`config.mk`:
```
export PLATFORM = sky130hd
export DESIGN_NAME = four_direction_edge_filter_top
export DESIGN_NICKNAME = d
export VERILOG_FILES = /design/src/rtl/fdef_pkg.sv /design/src/rtl/fdef_line_ram.sv /design/src/rtl/fdef_window.sv /design/src/rtl/fdef_out_buf.sv /design/src/rtl/four_direction_edge_filter_top.sv
export VERILOG_INCLUDE_DIRS = /design/src /design/src/rtl
export SDC_FILE = /design/constraint.sdc
export NUM_CORES = 2
export LEC_CHECK = 0
export BUFFER_PORTS_ARGS = -buffer_cell sky130_fd_sc_hd__buf_2
export CORE_ASPECT_RATIO = 1.75
export CORE_MARGIN = 2
export CORE_UTILIZATION = 40
export CTS_BUF_LIST = sky130_fd_sc_hd__clkbuf_16
export CTS_CLUSTER_DIAMETER = 60
export CTS_CLUSTER_SIZE = 20
export DETAILED_ROUTE_END_ITERATION = 12
export PLACE_DENSITY = 0.55
export SYNTH_ARGS = -nofsm -noshare
export SYNTH_HDL_FRONTEND = slang
export SYNTH_MEMORY_MAX_BITS = 65536
export SYNTH_SLANG_ARGS = --single-unit
```
`constraint.sdc`:
```
create_clock -name clk -period 6.49 [get_ports clk]
set_input_delay 0.649 -clock clk [delete_from_list [all_inputs] [get_ports clk]]
set_output_delay 0.649 -clock clk [all_outputs]
set_load 0.05 [all_outputs]
```
`src/rtl/four_direction_edge_filter_top_defines.svh`:
```
// ----------------------------------------------------------------------------
// four_direction_edge_filter_top_defines
// assertion macros shared by the edge filter rtl, clocked on clk, held off in rst
// ----------------------------------------------------------------------------
`ifndef FOUR_DIRECTION_EDGE_FILTER_TOP_DEFINES_SVH
`define FOUR_DIRECTION_EDGE_FILTER_TOP_DEFINES_SVH

// same-cycle implication
`define FDEF_ASSERT_IMP(label, ante, cons) \
  label: assert property (@(posedge clk) disable iff (rst) (ante) |-> (cons)) \
    else $error("fdef check failed");

// next-cycle implication
`define FDEF_ASSERT_NEXT(label, ante, cons) \
  label: assert property (@(posedge clk) disable iff (rst) (ante) |=> (cons)) \
    else $error("fdef check failed");

`endif

```
`src/rtl/fdef_pkg.sv`:
```
// ----------------------------------------------------------------------------
// fdef_pkg
// types, constants and kernel arithmetic for the four-direction edge filter
// ----------------------------------------------------------------------------
`timescale 1ns / 1ps

package fdef_pkg;

  localparam int MAX_WIDTH   = 256;
  localparam int COL_W       = $clog2(MAX_WIDTH);
  localparam int CFG_W       = 9;
  localparam int PIX_W       = 8;
  localparam int RESP_W      = 12;
  localparam int VAL_W       = 13;
  localparam int DIR_COUNT   = 4;
  localparam int TAP_NUM     = 9;
  localparam int WIDTH_MIN   = 3;
  localparam int WIDTH_RESET = 224;

  localparam logic OP_PIXEL = 1'b0;
  localparam logic OP_FLUSH = 1'b1;

  // taps 0..2 right column, 3..5 centre, 6..8 left; each column top to bottom
  localparam int KERNEL [DIR_COUNT][TAP_NUM] = '{
    '{-1,  0,  1, -2,  0,  2, -1,  0,  1},
    '{-1, -2, -1,  0,  0,  0,  1,  2,  1},
    '{ 0,  1,  2, -1,  0,  1, -2, -1,  0},
    '{ 2,  1,  0,  1,  0,  1,  0, -1, -2}
  };

  typedef logic [PIX_W-1:0]         pixel_t;
  typedef logic [COL_W-1:0]         col_t;
  typedef logic signed [RESP_W-1:0] resp_t;
  typedef logic [VAL_W-1:0]         val_t;

  typedef struct packed {
    pixel_t top;
    pixel_t mid;
    pixel_t bot;
  } column_t;

  typedef struct packed {
    pixel_t upper;
    pixel_t lower;
  } line_word_t;

  // control travelling down the pipeline with each item
  typedef struct packed {
    logic valid;
    logic emit;
    logic last;
    logic op;
  } job_t;

  function automatic resp_t kernel_resp(input int k, input column_t lf,
                                        input column_t ct, input column_t rt);
    int tap [TAP_NUM];
    int acc;
    tap[0] = int'(rt.top);
    tap[1] = int'(rt.mid);
    tap[2] = int'(rt.bot);
    tap[3] = int'(ct.top);
    tap[4] = int'(ct.mid);
    tap[5] = int'(ct.bot);
    tap[6] = int'(lf.top);
    tap[7] = int'(lf.mid);
    tap[8] = int'(lf.bot);
    acc = 0;
    for (int t = 0; t < TAP_NUM; t++) begin
      acc += KERNEL[k][t] * tap[t];
    end
    return RESP_W'(acc);
  endfunction

  function automatic val_t mag(input resp_t r);
    logic [RESP_W-1:0] u;
    u = r[RESP_W-1] ? unsigned'(-r) : unsigned'(r);
    return VAL_W'(u);
  endfunction

endpackage

```
`src/rtl/fdef_line_ram.sv`:
```
// ----------------------------------------------------------------------------
// fdef_line_ram
// line buffer store, one word per column holding the two previous rows
// ----------------------------------------------------------------------------
`timescale 1ns / 1ps

module fdef_line_ram (
  input  logic                clk,
  input  logic                we,
  input  fdef_pkg::col_t      waddr,
  input  fdef_pkg::line_word_t wdata,
  input  logic                re,
  input  fdef_pkg::col_t      raddr,
  output fdef_pkg::line_word_t rdata
);

  fdef_pkg::line_word_t mem [fdef_pkg::MAX_WIDTH];

  always_ff @(posedge clk) begin
    if (we) begin
      mem[waddr] <= wdata;
    end
  end

  always_ff @(posedge clk) begin
    if (re) begin
      rdata <= mem[raddr];
    end
  end

endmodule

```
`src/rtl/fdef_window.sv`:
```
// ----------------------------------------------------------------------------
// fdef_window
// 3x3 window registers, four kernel responses and absolute sums
// ----------------------------------------------------------------------------
`timescale 1ns / 1ps

module fdef_window (
  input  logic               clk,
  input  logic               rst,
  input  logic               adv,
  input  fdef_pkg::job_t     in_job,
  input  logic               col_zero,
  input  fdef_pkg::column_t  new_col,
  output fdef_pkg::job_t     out_job,
  output fdef_pkg::val_t     sum_a,
  output fdef_pkg::val_t     sum_b
);

  fdef_pkg::column_t win [3];
  fdef_pkg::job_t    win_job;
  fdef_pkg::resp_t   resp_a [fdef_pkg::DIR_COUNT];
  fdef_pkg::resp_t   resp_b [fdef_pkg::DIR_COUNT];

  always_ff @(posedge clk) begin
    if (rst) begin
      win_job <= '0;
      out_job <= '0;
    end else if (adv) begin
      win_job <= in_job;
      out_job <= win_job;
    end
  end

  // window shifts left, new column enters on the right
  always_ff @(posedge clk) begin
    if (adv && in_job.valid) begin
      if (col_zero) begin
        win[0] <= '0;
        win[1] <= '0;
      end else begin
        win[0] <= win[1];
        win[1] <= win[2];
      end
      win[2] <= new_col;
    end
  end

  // second set is the right-edge output with a zero column beyond the frame
  always_ff @(posedge clk) begin
    if (adv) begin
      for (int k = 0; k < fdef_pkg::DIR_COUNT; k++) begin
        resp_a[k] <= fdef_pkg::kernel_resp(k, win[0], win[1], win[2]);
        resp_b[k] <= fdef_pkg::kernel_resp(k, win[1], win[2], '0);
      end
    end
  end

  assign sum_a = fdef_pkg::mag(resp_a[0]) + fdef_pkg::mag(resp_a[1])
               + fdef_pkg::mag(resp_a[2]) + fdef_pkg::mag(resp_a[3]);
  assign sum_b = fdef_pkg::mag(resp_b[0]) + fdef_pkg::mag(resp_b[1])
               + fdef_pkg::mag(resp_b[2]) + fdef_pkg::mag(resp_b[3]);

endmodule

```
`src/rtl/fdef_out_buf.sv`:
```
// ----------------------------------------------------------------------------
// fdef_out_buf
// output register holding up to two results of one item
// ----------------------------------------------------------------------------
`timescale 1ns / 1ps

module fdef_out_buf (
  input  logic           clk,
  input  logic           rst,
  input  fdef_pkg::job_t job,
  input  fdef_pkg::val_t sum_a,
  input  fdef_pkg::val_t sum_b,
  output logic           adv,
  output logic           out_valid,
  input  logic           out_ready,
  output fdef_pkg::val_t edge_value,
  output logic           last_of_run,
  output logic           frame_end
);

  logic [1:0]     cnt;
  logic           fe;
  fdef_pkg::val_t head;
  fdef_pkg::val_t tail;
  logic           load;
  logic           take;

  assign out_valid   = (cnt != 2'd0);
  assign take        = out_valid && out_ready;
  // room when empty, when the only waiting result leaves this cycle, or when
  // the item at the end of the pipeline has nothing to load
  assign adv         = (cnt == 2'd0) || ((cnt == 2'd1) && out_ready)
                     || !(job.valid && job.emit);
  assign load        = adv && job.valid && job.emit;
  assign edge_value  = head;
  assign last_of_run = (cnt == 2'd1);
  assign frame_end   = (cnt == 2'd1) && fe;

  always_ff @(posedge clk) begin
    if (rst) begin
      cnt <= 2'd0;
      fe  <= 1'b0;
    end else if (load) begin
      cnt <= job.last ? 2'd2 : 2'd1;
      fe  <= job.last && (job.op == fdef_pkg::OP_FLUSH);
    end else if (take) begin
      cnt <= cnt - 2'd1;
    end
  end

  always_ff @(posedge clk) begin
    if (load) begin
      head <= sum_a;
      tail <= sum_b;
    end else if (take) begin
      head <= tail;
    end
  end

endmodule

```
`src/rtl/four_direction_edge_filter_top.sv`:
```
// ----------------------------------------------------------------------------
// four_direction_edge_filter_top
// 3x3 four-direction edge magnitude over a raster pixel stream
//
// pixels arrive on the in channel (op, pixel) one transfer per clock, row by
// row, frame_width per row; a trailing row of flush items (op = 1) closes the
// frame. each transfer at row r >= 1, column c >= 1 yields output (r-1, c-1)
// on the out channel; the last column of a row yields a second one, the right
// edge output. last_of_run marks the final result of a transfer, frame_end
// the final output of the frame.
// one transfer per clock while out_ready is held high; the second result of a
// row end leaves while the column-0 item behind it, which has no result, moves
// through. an input transfer reaches out_valid through the line buffer read
// with the transfer, then window update, kernel responses, output register.
// frame_width is written over the cfg channel (always ready); the user must
// write it only while idle, the block does not enforce this. reset clears the
// counters and pipeline and sets frame_width to 224; the line buffer holds no
// reset state. when the receiver stalls, the output register holds its results
// and in_ready drops once the next item has a result to load.
// ----------------------------------------------------------------------------
`timescale 1ns / 1ps
`include "four_direction_edge_filter_top_defines.svh"

module four_direction_edge_filter_top (
  input  logic                        clk,
  input  logic                        rst,
  input  logic                        cfg_valid,
  output logic                        cfg_ready,
  input  logic [fdef_pkg::CFG_W-1:0]  frame_width,
  input  logic                        in_valid,
  output logic                        in_ready,
  input  logic                        op,
  input  fdef_pkg::pixel_t            pixel,
  output logic                        out_valid,
  input  logic                        out_ready,
  output fdef_pkg::val_t              edge_value,
  output logic                        last_of_run,
  output logic                        frame_end
);

  logic [fdef_pkg::CFG_W-1:0] width_reg;
  fdef_pkg::col_t             last_col;
  fdef_pkg::col_t             col;
  logic [1:0]                 rows_seen;
  logic                       accept;
  logic                       is_last;
  logic                       adv;

  logic                       s1_valid;
  fdef_pkg::col_t             s1_col;
  logic                       s1_last;
  logic                       s1_op;
  fdef_pkg::pixel_t           s1_pix;
  logic                       s1_rge1;
  logic                       s1_rge2;

  logic                       ram_we;
  logic                       ram_re;
  fdef_pkg::col_t             ram_waddr;
  fdef_pkg::col_t             ram_raddr;
  fdef_pkg::line_word_t       ram_wdata;
  fdef_pkg::line_word_t       ram_rdata;

  fdef_pkg::job_t             s1_job;
  fdef_pkg::column_t          new_col;
  fdef_pkg::job_t             c_job;
  fdef_pkg::val_t             sum_a;
  fdef_pkg::val_t             sum_b;

  assign cfg_ready = 1'b1;

  always_ff @(posedge clk) begin
    if (rst) begin
      width_reg <= fdef_pkg::CFG_W'(fdef_pkg::WIDTH_RESET);
    end else if (cfg_valid && cfg_ready) begin
      width_reg <= frame_width;
    end
  end

  // effective width held within 3..MAX_WIDTH
  always_comb begin
    if (width_reg < fdef_pkg::CFG_W'(fdef_pkg::WIDTH_MIN)) begin
      last_col = fdef_pkg::COL_W'(fdef_pkg::WIDTH_MIN - 1);
    end else if (32'(width_reg) >= fdef_pkg::MAX_WIDTH) begin
      last_col = fdef_pkg::COL_W'(fdef_pkg::MAX_WIDTH - 1);
    end else begin
      last_col = fdef_pkg::COL_W'(width_reg - fdef_pkg::CFG_W'(1));
    end
  end

  assign in_ready = adv;
  assign accept   = in_valid && in_ready;
  assign is_last  = (col >= last_col);

  // rows_seen saturates at two: only r >= 1 and r >= 2 matter
  always_ff @(posedge clk) begin
    if (rst) begin
      col       <= '0;
      rows_seen <= 2'd0;
    end else if (accept) begin
      if (is_last) begin
        col <= '0;
        if (op == fdef_pkg::OP_FLUSH) begin
          rows_seen <= 2'd0;
        end else if (rows_seen != 2'd2) begin
          rows_seen <= rows_seen + 2'd1;
        end
      end else begin
        col <= col + fdef_pkg::COL_W'(1);
      end
    end
  end

  always_ff @(posedge clk) begin
    if (rst) begin
      s1_valid <= 1'b0;
    end else if (adv) begin
      s1_valid <= accept;
    end
  end

  always_ff @(posedge clk) begin
    if (accept) begin
      s1_col  <= col;
      s1_last <= is_last;
      s1_op   <= op;
      s1_pix  <= (op == fdef_pkg::OP_FLUSH) ? '0 : pixel;
      s1_rge1 <= (rows_seen != 2'd0);
      s1_rge2 <= (rows_seen == 2'd2);
    end
  end

  // read at the transfer, write back one stage later; the column always moves
  // on between them, so the two ports never meet on one entry
  assign ram_re    = accept;
  assign ram_raddr = col;
  assign ram_we    = adv && s1_valid;
  assign ram_waddr = s1_col;

  assign new_col.top = s1_rge2 ? ram_rdata.upper : '0;
  assign new_col.mid = s1_rge1 ? ram_rdata.lower : '0;
  assign new_col.bot = s1_pix;

  assign ram_wdata.upper = new_col.mid;
  assign ram_wdata.lower = s1_pix;

  assign s1_job.valid = s1_valid;
  assign s1_job.emit  = s1_rge1 && (s1_col != '0);
  assign s1_job.last  = s1_last;
  assign s1_job.op    = s1_op;

  fdef_line_ram u_line_ram (
    .clk   (clk),
    .we    (ram_we),
    .waddr (ram_waddr),
    .wdata (ram_wdata),
    .re    (ram_re),
    .raddr (ram_raddr),
    .rdata (ram_rdata)
  );

  fdef_window u_window (
    .clk      (clk),
    .rst      (rst),
    .adv      (adv),
    .in_job   (s1_job),
    .col_zero (s1_col == '0),
    .new_col  (new_col),
    .out_job  (c_job),
    .sum_a    (sum_a),
    .sum_b    (sum_b)
  );

  fdef_out_buf u_out_buf (
    .clk         (clk),
    .rst         (rst),
    .job         (c_job),
    .sum_a       (sum_a),
    .sum_b       (sum_b),
    .adv         (adv),
    .out_valid   (out_valid),
    .out_ready   (out_ready),
    .edge_value  (edge_value),
    .last_of_run (last_of_run),
    .frame_end   (frame_end)
  );

  `FDEF_ASSERT_IMP(a_no_rw_clash, ram_we && ram_re, ram_waddr != ram_raddr)
  `FDEF_ASSERT_IMP(a_stall_has_cause, !in_ready, out_valid)
  `FDEF_ASSERT_IMP(a_frame_end_closes_run, out_valid && frame_end, last_of_run)
  `FDEF_ASSERT_NEXT(a_run_continues, out_valid && out_ready && !last_of_run, out_valid)

endmodule

```
==> key figures <==
GRT
  – GRT overflow: 0
  – First-pass GRT wire length: 732000 um
  – Largest net degree at the start of global routing: 204
  – Number of global-route vias before repair: 92200
  – Antenna violations before repair: 20
  – GRT Overall Usage: 23.1%

CTS
  – Clock Sinks: 4353
  – CTS tree: yes
  – H-Tree Depth: 5
  – Gates resized, CTS repair: 0
  – Max Buffers Root-to-Sink: 4
  – Worst-skew pair later-pin latency: 0.95 ns
  – Post-CTS setup buffers: 0
  – Post-CTS Hold Buffers: 15
  – Worst-path clk slew: 0.09 ns
  – CTS root buffer: clkbuf_16
  – CTS Buf Count: 268

Routing
  – Avg WL per Cell: 34.5 um
  – DR iter-0 viols: 9388
  – # DRC: 0
  – Pre-Repair DR Iteration Count: 8
  – Vias/cell: 5.84
  – DRT Wirelength: 527000 um
  – Via count: 89000
  – Post-route ant nets: 0

Setup path
  – CP cell instances: nor3_1 > nor3b_1 > xnor2_1 > inv_1 > fa_1 > inv_1 > ha_1 > nand3_1 > o2111ai_1 > xor2_1 > inv_1 > fa_1 > fa_1 > inv_1 > ha_1 > nor3_1 > nor2_1 > a31o_2 > a21oi_1 > xnor2_1 > xnor2_1
  – Worst Setup SP: u_window.win[0][40]$_SDFFCE_PN0P_
  – Worst Setup EP: u_window.resp_a[0][11]$_DFFE_PN_
  – Worst Path Required: 7.14 ns
  – Worst setup SP type: flip-flop
  – Cell count of the worst reg-to-reg path: 21
  – Most frequent CP cell: inv_1
  – Critical path type: flip-flop to flip-flop
  – Worst setup EP type: flip-flop
  – Critical Path Max Stage Delay: 0.52 ns
  – WP data arrival: 6.43 ns
  – Worst r2r src: u_window.win[0][40]$_SDFFCE_PN0P_
  – R2r setup slk: 0.72 ns
  – Critical-path top delay cell: fa_1
  – Worst-path maximum fanout: 5
  – Worst r2r dst: u_window.resp_a[0][11]$_DFFE_PN_

Finish
  – Area delta synth->final: 9.94%
  – Finished Cell Area: 196000 um^2
  – Final Core Density: 44.1%
  – Share of layout cells above drive strength 1: 21.6%
  – Commonest non-fill, non-tap cell in the layout: edfxtp_1
  – Nets: 9723
  – Largest register FFs: 4096
  – Reg with most FFs: u_line_ram.mem
  – Most frequent cells in the layout: edfxtp_1 (4322), mux4_2 (1016), buf_4 (463)
  – Largest registers: u_line_ram.mem: 4096 flops, u_window.win: 72 flops, u_window.resp_a: 48 flops

Place
  – Placed Area: 188000 um^2
  – Final HPWL DP: 349000 um
  – Routability congestion estimate: 0.918
  – Port bufs: 39
  – DP Worst Slack: 0.786 ns

Logic synthesis
  – Syn nets: 9315
  – Cells after Synth: 8903
  – Main synth FF type: edfxtp_1
  – Mapped cell area: 178000 um^2
  – Yosys warnings: 0
  – Synth cell types: 77
  – Synth Register Bits: 4353
  – EDFF count, synth: 4322
  – Post-synth ARST share: 0%
  – Syn avg cell area: 20.0 um^2
  – Fraction of the yosys area taken by sequential cells: 73.2%

Min path
  – Worst Hold Class: input pin to flip-flop

Run status
  – Status: finished clean

Timing
  – Worst Max-Slew Pin Slew: 1.48 ns
  – Setup Skew: 0.0435 ns
  – Final Max Slew Viols: 0
  – Setup_tns: 0 ns
  – Final hold vios: 0
  – Minimum clock period: 5.77 ns
  – Fmax: 0.173 GHz
  – Setup violations, final: 0
  – Worst setup margin: 0.718 ns
  – Slew headroom: 1.60%
  – RSZ-0062 raised after global routing: no
  – Final period util: 88.9%
  – Final hold slack: 0.0876 ns

Floorplan
  – IO Pins: 41
  – Rows: 324
  – Die W: 509 um
  – Die Span Y: 887 um
  – Die area: 451000 um^2
  – Core footprint: 444000 um^2
  – Initial Utilization: 40.1%

Power
  – Max VDD drop: 0.606 mV
  – Leakage power: 62.7 nW
  – Pwr dens: 325 nW/um^2

Flow run
  – Max-Cap Viols: 0
==> cell families after synthesis <==
family,Yosys count,share of synthesized area [%]
adder cells (fa/ha/maj),389,3.49
AND/OR/NAND/NOR,1037,2.71
multiplexers,1258,14.2
flip-flops,4353,73.2
XOR/XNOR,251,1.23
buffers and inverters,769,1.94
AO/OA/AOI/OAI,845,3.23
other,1,0.00210
==> report_power, final <==
| group | switching, mW | internal (mW) | leakage, nW |
|---|---|---|---|
| Sequential | 0.497 | 31.7 | 39.8 |
| Combinational | 8.32 | 5.97 | 19.2 |
| Clock | 9.26 | 7.80 | 3.71 |
| Total | 18.1 | 45.5 | 62.7 |
==> through the flow <==
step	cells	power, mW
3_3_place_gp	14900	47.1
3_5_place_dp	14900	47.4
2_1_floorplan	8903	42.9
5_1_grt	15200	66.3
4_1_cts	15200	64.2
6_report	15200	63.6
==> synth_stat cells, drive strengths merged, types with 23 or more instances <==
cell type	number	area share, %
fa	181	2.0
nand2b	34	0.12
o21ai	135	0.38
nor2b	63	0.22
a22o	23	0.11
or3	26	0.091
nand2	221	0.47
a21oi	131	0.37
xnor2	139	0.68
ha	208	1.5
o31ai	25	0.11
nor3	88	0.25
clkbuf	185	0.39
xor2	112	0.55
edfxtp	4322	73
nor2	390	0.82
mux2i	237	1.3
inv	347	0.73
nand3	74	0.21
buf	236	0.82
a22oi	149	0.63
mux4	1016	13
a21o	35	0.15
o22ai	101	0.35
and2	48	0.17
dfxtp	31	0.35
o211ai	42	0.18
nor4	28	0.098
a31oi	23	0.081
==> layout make-up <==
type,instances,area [um^2]
Fill cell,38100,248000
Sequential cell,4353,130000
Multi-Input combinational cell,3781,44700
Tap cell,5868,7340
Clock buffer,276,6910
Timing Repair Buffer,559,4660
Inverter,348,1320
Clock inverter,57,498
Antenna cell,7,17.5
==> worst max-delay path: cells and delay by family, from the launching register on <==
kind,cells,cell delay (ns)
XOR/XNOR,4,0.78
flip-flops,1,0.49
AND/OR/NAND/NOR,5,1.10
AO/OA/AOI/OAI,3,0.66
buffers and inverters,4,0.30
adder cells (fa/ha/maj),5,2.16
==> per-layer routing <==
metal | vias to the layer above | GRT usage (%) | share of wire, %
met5 | - | 0 | 0.0082
met4 | 6 | 10.7 | 5.5
met3 | 737 | 2.22 | 4.7
met1 | 48500 | 26.8 | 35
li1 | 36700 | - | -
met2 | 3028 | 42.7 | 54
==> how the worst min path moves through the flow <==
stage / end / slack (ns) / depth (start not counted) / from
finish: s1_pix[5]$_SDFFCE_PP0P_ / 0.09 / 2 / pixel[5]
global route: s1_op$_DFFE_PP_ / 0.06 / 1 / op
CTS: s1_op$_DFFE_PP_ / 0.02 / 1 / op
detailed placement: u_window.win_job[3]$_SDFFE_PP0N_ / 0.45 / 2 / u_window.win_job[3]$_SDFFE_PP0N_
global placement: u_window.win_job[0]$_SDFFE_PP0N_ / 0.44 / 2 / u_window.win_job[0]$_SDFFE_PP0N_
floorplan: u_out_buf.fe$_SDFFE_PP0P_ / 0.43 / 2 / u_out_buf.fe$_SDFFE_PP0P_
(Power assumes the default switching activity.)
